**config.mk**
```make
export PLATFORM = sky130hd
export DESIGN_NAME = aisc_sqrt
export DESIGN_NICKNAME = d
export VERILOG_FILES = /design/src/rtl/aisc_sqrt.sv
export SDC_FILE = /design/constraint.sdc
export NUM_CORES = 2
export LEC_CHECK = 0
export ABC_AREA = 1
export ABC_CLOCK_PERIOD_IN_PS = 2200
export BUFFER_PORTS_ARGS = -buffer_cell sky130_fd_sc_hd__clkbuf_2
export CAP_MARGIN = 10
export CORE_ASPECT_RATIO = 0.8
export CORE_UTILIZATION = 30
export DETAILED_ROUTE_END_ITERATION = 10
export MAX_ROUTING_LAYER = met4
export SYNTH_ARGS = -nofsm -noshare
export SYNTH_HDL_FRONTEND = slang
export SYNTH_SLANG_ARGS = --single-unit
```
**constraint.sdc**
```tcl
create_clock -name clk -period 2.2 [get_ports clk]
set_input_delay 0.33 -clock clk [delete_from_list [all_inputs] [get_ports clk]]
set_output_delay 0.33 -clock clk [all_outputs]
set_load 0.01 [all_outputs]
```
**src/rtl/aisc_sqrt.sv**
```systemverilog
`default_nettype none
// pipelined integer square root, one result bit per stage
module aisc_sqrt #(
  parameter int unsigned RadW = 48
) (
  input  wire logic              clk,
  input  wire logic              en,
  input  wire logic [RadW-1:0]   radicand,
  output logic      [RadW/2-1:0] root
);
  localparam int unsigned NStg = RadW / 2;

  logic [RadW-1:0] rem_tap [NStg+1];
  logic [NStg-1:0] res_tap [NStg+1];

  assign rem_tap[0] = radicand;
  assign res_tap[0] = '0;

  // each stage decides one root bit from the top down
  for (genvar g = 0; g < NStg; g++) begin : g_stg
    localparam int unsigned B = NStg - 1 - g;
    logic [RadW-1:0] trial;
    logic [RadW-1:0] rem_r;
    logic [NStg-1:0] res_r;
    assign trial = (RadW'(res_tap[g]) << (B + 1)) | (RadW'(1) << (2 * B));
    always_ff @(posedge clk) begin
      if (en) begin
        if (rem_tap[g] >= trial) begin
          rem_r <= rem_tap[g] - trial;
          res_r <= res_tap[g] | (NStg'(1) << B);
        end else begin
          rem_r <= rem_tap[g];
          res_r <= res_tap[g];
        end
      end
    end
    assign rem_tap[g+1] = rem_r;
    assign res_tap[g+1] = res_r;
  end

  assign root = res_tap[NStg];
endmodule
`default_nettype wire

```
# --- Yosys cells after proc, flatten, opt, wreduce, memory -nomap -nowiden ---
# Index checks and enable logic that the tools add are counted.
classes:
  n_addsub: 23
  n_mux: 24
  magnitude_cmp: 24
ops:
  columns: ["operator", "count"]
  rows:
  - ["two-way mux 48 bit", 23]
  - ["greater-or-equal comparator 48 x 25 -> 1 bit", 1]
  - ["greater-or-equal comparator 48 x 26 -> 1 bit", 1]
  - ["greater-or-equal comparator 48 x 27 -> 1 bit", 1]
  - ["greater-or-equal comparator 48 x 28 -> 1 bit", 1]
  - ["greater-or-equal comparator 48 x 29 -> 1 bit", 1]
  - ["greater-or-equal comparator 48 x 30 -> 1 bit", 1]
  - ["greater-or-equal comparator 48 x 31 -> 1 bit", 1]
  - ["greater-or-equal comparator 48 x 32 -> 1 bit", 1]
  - ["greater-or-equal comparator 48 x 33 -> 1 bit", 1]
  - ["greater-or-equal comparator 48 x 34 -> 1 bit", 1]
  - ["greater-or-equal comparator 48 x 35 -> 1 bit", 1]
  - ["greater-or-equal comparator 48 x 36 -> 1 bit", 1]
  - ["greater-or-equal comparator 48 x 37 -> 1 bit", 1]
  - ["greater-or-equal comparator 48 x 38 -> 1 bit", 1]
  - ["greater-or-equal comparator 48 x 39 -> 1 bit", 1]
  - ["greater-or-equal comparator 48 x 40 -> 1 bit", 1]
  - ["greater-or-equal comparator 48 x 41 -> 1 bit", 1]
  - ["greater-or-equal comparator 48 x 42 -> 1 bit", 1]
  - ["greater-or-equal comparator 48 x 43 -> 1 bit", 1]
  - ["greater-or-equal comparator 48 x 44 -> 1 bit", 1]
  - ["greater-or-equal comparator 48 x 45 -> 1 bit", 1]
  - ["greater-or-equal comparator 48 x 46 -> 1 bit", 1]
  - ["greater-or-equal comparator 48 x 47 -> 1 bit", 1]
  - ["other kinds (25)", 25]
totals:
  reg_bits: 1680
  inputBits: 50
  word_cells: 141
  output_inout_bits: 24

# --- Longest topological paths before layout ---
depth:
  word_depth: 2
  ltp_mapped: 17
  ltp_nobuf: 16

# --- Least setup slack after synthesis ---
# No wires, ideal clock.
synth_timing:
  kind: "register -> register"
  startpoint: "register g_stg[5].rem_r[37]"
  endpoint: "register g_stg[6].rem_r[40] (data pin)"
  setup_time_ns: 0.253
  path_slack_ns: 0.096
  required_ns: 1.947
  path_stages_with_launch: 11
  arrival_time_ns: 1.851
  path_buffers: 1
  cell_sequence: "edfxtp_1 -> ha_1 -> a21oi_1 -> nand2_1 -> a21boi_1 -> nor2_1 -> nor2_2 -> nand2_2 -> buf_2 -> nand2_1 -> nand2_1"
synth_between:
  elab_chain_cells: 2
  word_cells_on_any_way: 3
  classes_between: "1 x add/sub; 1 x order compare; 1 x mux"
synth_lines:
  columns: ["item", "line_no", "rtl"]
  rows:
  - ["from (decl)", "23", "logic [RadW-1:0] rem_r;"]
  - ["from (signal assigned)", "29", "rem_r <= rem_tap[g] - trial;"]
  - ["from (signal assigned)", "32", "rem_r <= rem_tap[g];"]
  - ["subtractor 48 x 42 -> 48 bit / greater-or-equal comparator 48 x 42 -> 1 bit (equally long branches)", "29, 28", null]
  - ["two-way mux 48 bit *", "28", "if (rem_tap[g] >= trial) begin"]
  - ["to (signal assigned)", "29", null]
  - ["to (signal assigned)", "32", null]
  - ["to (decl)", "23", null]
# Every way passes the cells marked *; elsewhere a longest branch is shown, timed or not.
# A chain may end at the register's enable or synchronous reset.

# --- Final worst setup path ---
layout_timing:
  startpoint: "register g_stg[14].rem_r[30]"
  endpoint: "register g_stg[15].rem_r[27] (data pin)"
layout_between:
  elab_chain_cells: 2
layout_lines:
  columns: ["item", "line_no"]
  rows:
  - ["from (decl)", "23"]
  - ["from (signal assigned)", "29"]
  - ["from (signal assigned)", "32"]
  - ["greater-or-equal comparator 48 x 33 -> 1 bit", "28"]
  - ["two-way mux 48 bit", "28"]
  - ["to (signal assigned)", "29"]
  - ["to (signal assigned)", "32"]
  - ["to (decl)", "23"]
# Every way passes these cells.

==> results.yml <==
outcome:
  status: "finished, violations left"
  violations: "setup timing"
final_layout:
  final_common_cell: "nand2_1"
  area_growth_pct: 47.3
  fin_cells: 14800
  drive_above_1_share_pct: 38.8
  fill_cells: 24200
  fin_nets: 11600
  postLayoutCellArea_sq_um: 116000
  final_cell_mix: "2009 x nand2_1, 1837 x buf_4, 1404 x edfxtp_1"
sta:
  worst_pin_slew_ns: 0.749
  hold_viol_final: 0
  worst_slack_ns: -0.258
  min_period_ns: 2.46
  setup_violations: 327
  fin_skew_ns: 0.119
  rsz0062_at_grt: "true"
  finalSetupTns_ns: -27.89
  fmax_ghz: 0.407
  slew_viol_final: 0
  relSlewSlack_pct: 49.9
  fin_crit_sh_pct: 112
logic_synthesis:
  async_flop_share_pct: 0
  netlist_area_sq_um: 78700
  yosysWarnings: 0
  synth-edff-count: 1404
  synth_cell_type_count: 57
  yosysSeqAreaShare_pct: 53.6
  synth_seq_cells: 1404
  syn_nets: 9340
  ys.flop_type: "edfxtp_1"
  synthCells: 8968
  synth_area_leaders: "edfxtp_1 54%, nand2_1 13%, inv_1 6.2%"
  syn_area_per_cell_sq_um: 8.77
  yosysTopAreaCell: "edfxtp_1"
  synthDominantCellAreaShare_pct: 53.6
grt:
  grt_pass1_vias: 65200
  globalRouteOverflowTotal: 0
  antenna_found_initial: 8
  grt_max_degree: 90
  grt_pass1_wl_microns: 389000
  track_usage_pct: 19.8
placed_design:
  port_buffers: 73
  dp_slack_ns: -0.660
  dpl.cell_count: 14000
  place_area_sq_um: 95500
  place_congestion: 0.969
  detailed_place_hpwl_microns: 203000
detailed_routing:
  num_vias: 70900
  drc: 0
  antenna_left: 0
  routed_wl_microns: 273000
  vias_per_cell: 4.77
  first_pass_iters: 8
  wl_per_cell_microns: 18.4
  initialDrtViolationCount: 6870
power:
  vdd_ir_drop_max_uv: 950
  total_power_w: 0.0991
  p_per_area_nw_per_um2: 855
  power_leakage_nw: 50.1
cts:
  clock-root-buffer: "clkbuf_16"
  clkLatencyLatePin_ns: 0.88
  tritoncts: "yes"
  clockBufferDepth: 4
  cts.sink_count: 1404
  cts_max_level: 4
  path_clk_slew_ns: 0.06
  numCtsBuffers: 161
min_path:
  hold_class: "in -> reg"
floorplan:
  initial_core_util_pct: 30.3
  core_area_sq_um: 260000
  die_h_microns: 460
  rows: 167
  dieArea_sq_um: 264000
  die_w_microns: 575
  ioPinCount: 74
setup_path:
  worstPathMaxFanout: 13
  critPathArrivalTime_ns: 3.06
  worstSetupPathType: "reg -> reg"
  start_kind: "flop"
  critPathRequiredTime_ns: 2.80
  end_kind: "flop"
job:
  maxCapViolations: 0
-- sequential cells by signal, indices dropped and copies added (netlist names) --
| name | cells |
|---|---|
| g_stg.rem_r | 1104 |
| g_stg.res_r | 276 |
| root | 24 |
-- stage by stage --
step	hold WS (ns)	utilization (%)
after global placement	0.429	36.8
final	0.171	44.6
after detailed placement	0.431	36.8
after floorplan	0.417	-
after CTS	0.0956	41.1
after global routing	0.125	44.6
-- kinds of logic after synthesis --
kind of cell	share of synthesized area, %
simple gates	25.0
buf+inv	7.27
flops	53.6
compound gates	5.93
fa+ha+maj	5.12
xor+xnor	3.06
-- critical path, cell delays in order (launching register included) --
cell and delay [ns]:
edfxtp_1 0.47, ha_4 0.34, nand4_1 0.24, nor3_4 0.24, nand2_1 0.07, o21a_1 0.20
nand2_2 0.11, nand2_8 0.12, clkbuf_16 0.23, nand2_1 0.07, o21ai_1 0.07
-- power breakdown --
group          leakage [nW]  total [W]  switching, W  internal [W]
logic                  34.1     0.0349        0.0194        0.0156
clock network          2.57     0.0276        0.0114        0.0162
registers              13.5     0.0366       0.00294        0.0337
-- worst paths after layout --
| path | from | end | slack, ns | depth (start not counted) |
|---|---|---|---|---|
| setup reg to reg | g_stg[14].rem_r[30] | g_stg[15].rem_r[27] | -0.26 | 10 |
| hold reg to reg | g_stg[1].rem_r[5] | g_stg[2].rem_r[5] | 0.41 | 0 |
| hold / removal | radicand[10] | g_stg[0].rem_r[10] | 0.17 | 2 |
| setup / recovery | g_stg[14].rem_r[30] | g_stg[15].rem_r[27] | -0.26 | 10 |
-- area by class of cell --
type | count | area, sq um | area share, %
flip-flops and latches | 1404 | 42200 | 36.4
multi-input cells | 6120 | 40400 | 34.8
repair buffers | 2185 | 18400 | 15.8
inverters | 1374 | 5300 | 4.57
well taps | 3464 | 4330 | 3.74
clock buffers | 184 | 4140 | 3.57
clock inverters | 101 | 1200 | 1.04
repair inverters | 6 | 55.1 | 0.0475
diodes | 3 | 7.51 | 0.00648
-- synthesized netlist by cell type (22+ instances only) --
library cell  instances
ha_1                322
inv_1              1305
buf_6                27
nand3_1             491
inv_2                64
a21oi_1             341
nor2_1              983
buf_2                28
o21bai_1             22
o21ai_2              28
o21ai_0             163
nand3b_1             49
nand2_1            2676
xor2_1              120
nor4_1               78
nor2_2               27
a21oi_2              54
nor3_1              123
xnor2_1             155
or2_2                25
edfxtp_1           1404
o21ai_1             139
nand4_1             192
-- layer usage --
| metal | track usage (%) | share of wire (%) |
|---|---|---|
| met1 | 28.0 | 46 |
| met2 | 27.9 | 42 |
| met3 | 5.39 | 9.6 |
| met4 | 4.19 | 2.1 |
| met5 | - | 0 |
-- timing repair --
action                     CTS  global route
setup endpoints to repair  509           543
hold buffers                49             0
gates resized for setup    871          1770
pin swaps                  199           550
hold endpoints to repair    61             0
buffers inserted           166           294
cloned                      19            27
(Power assumes the default switching activity.)
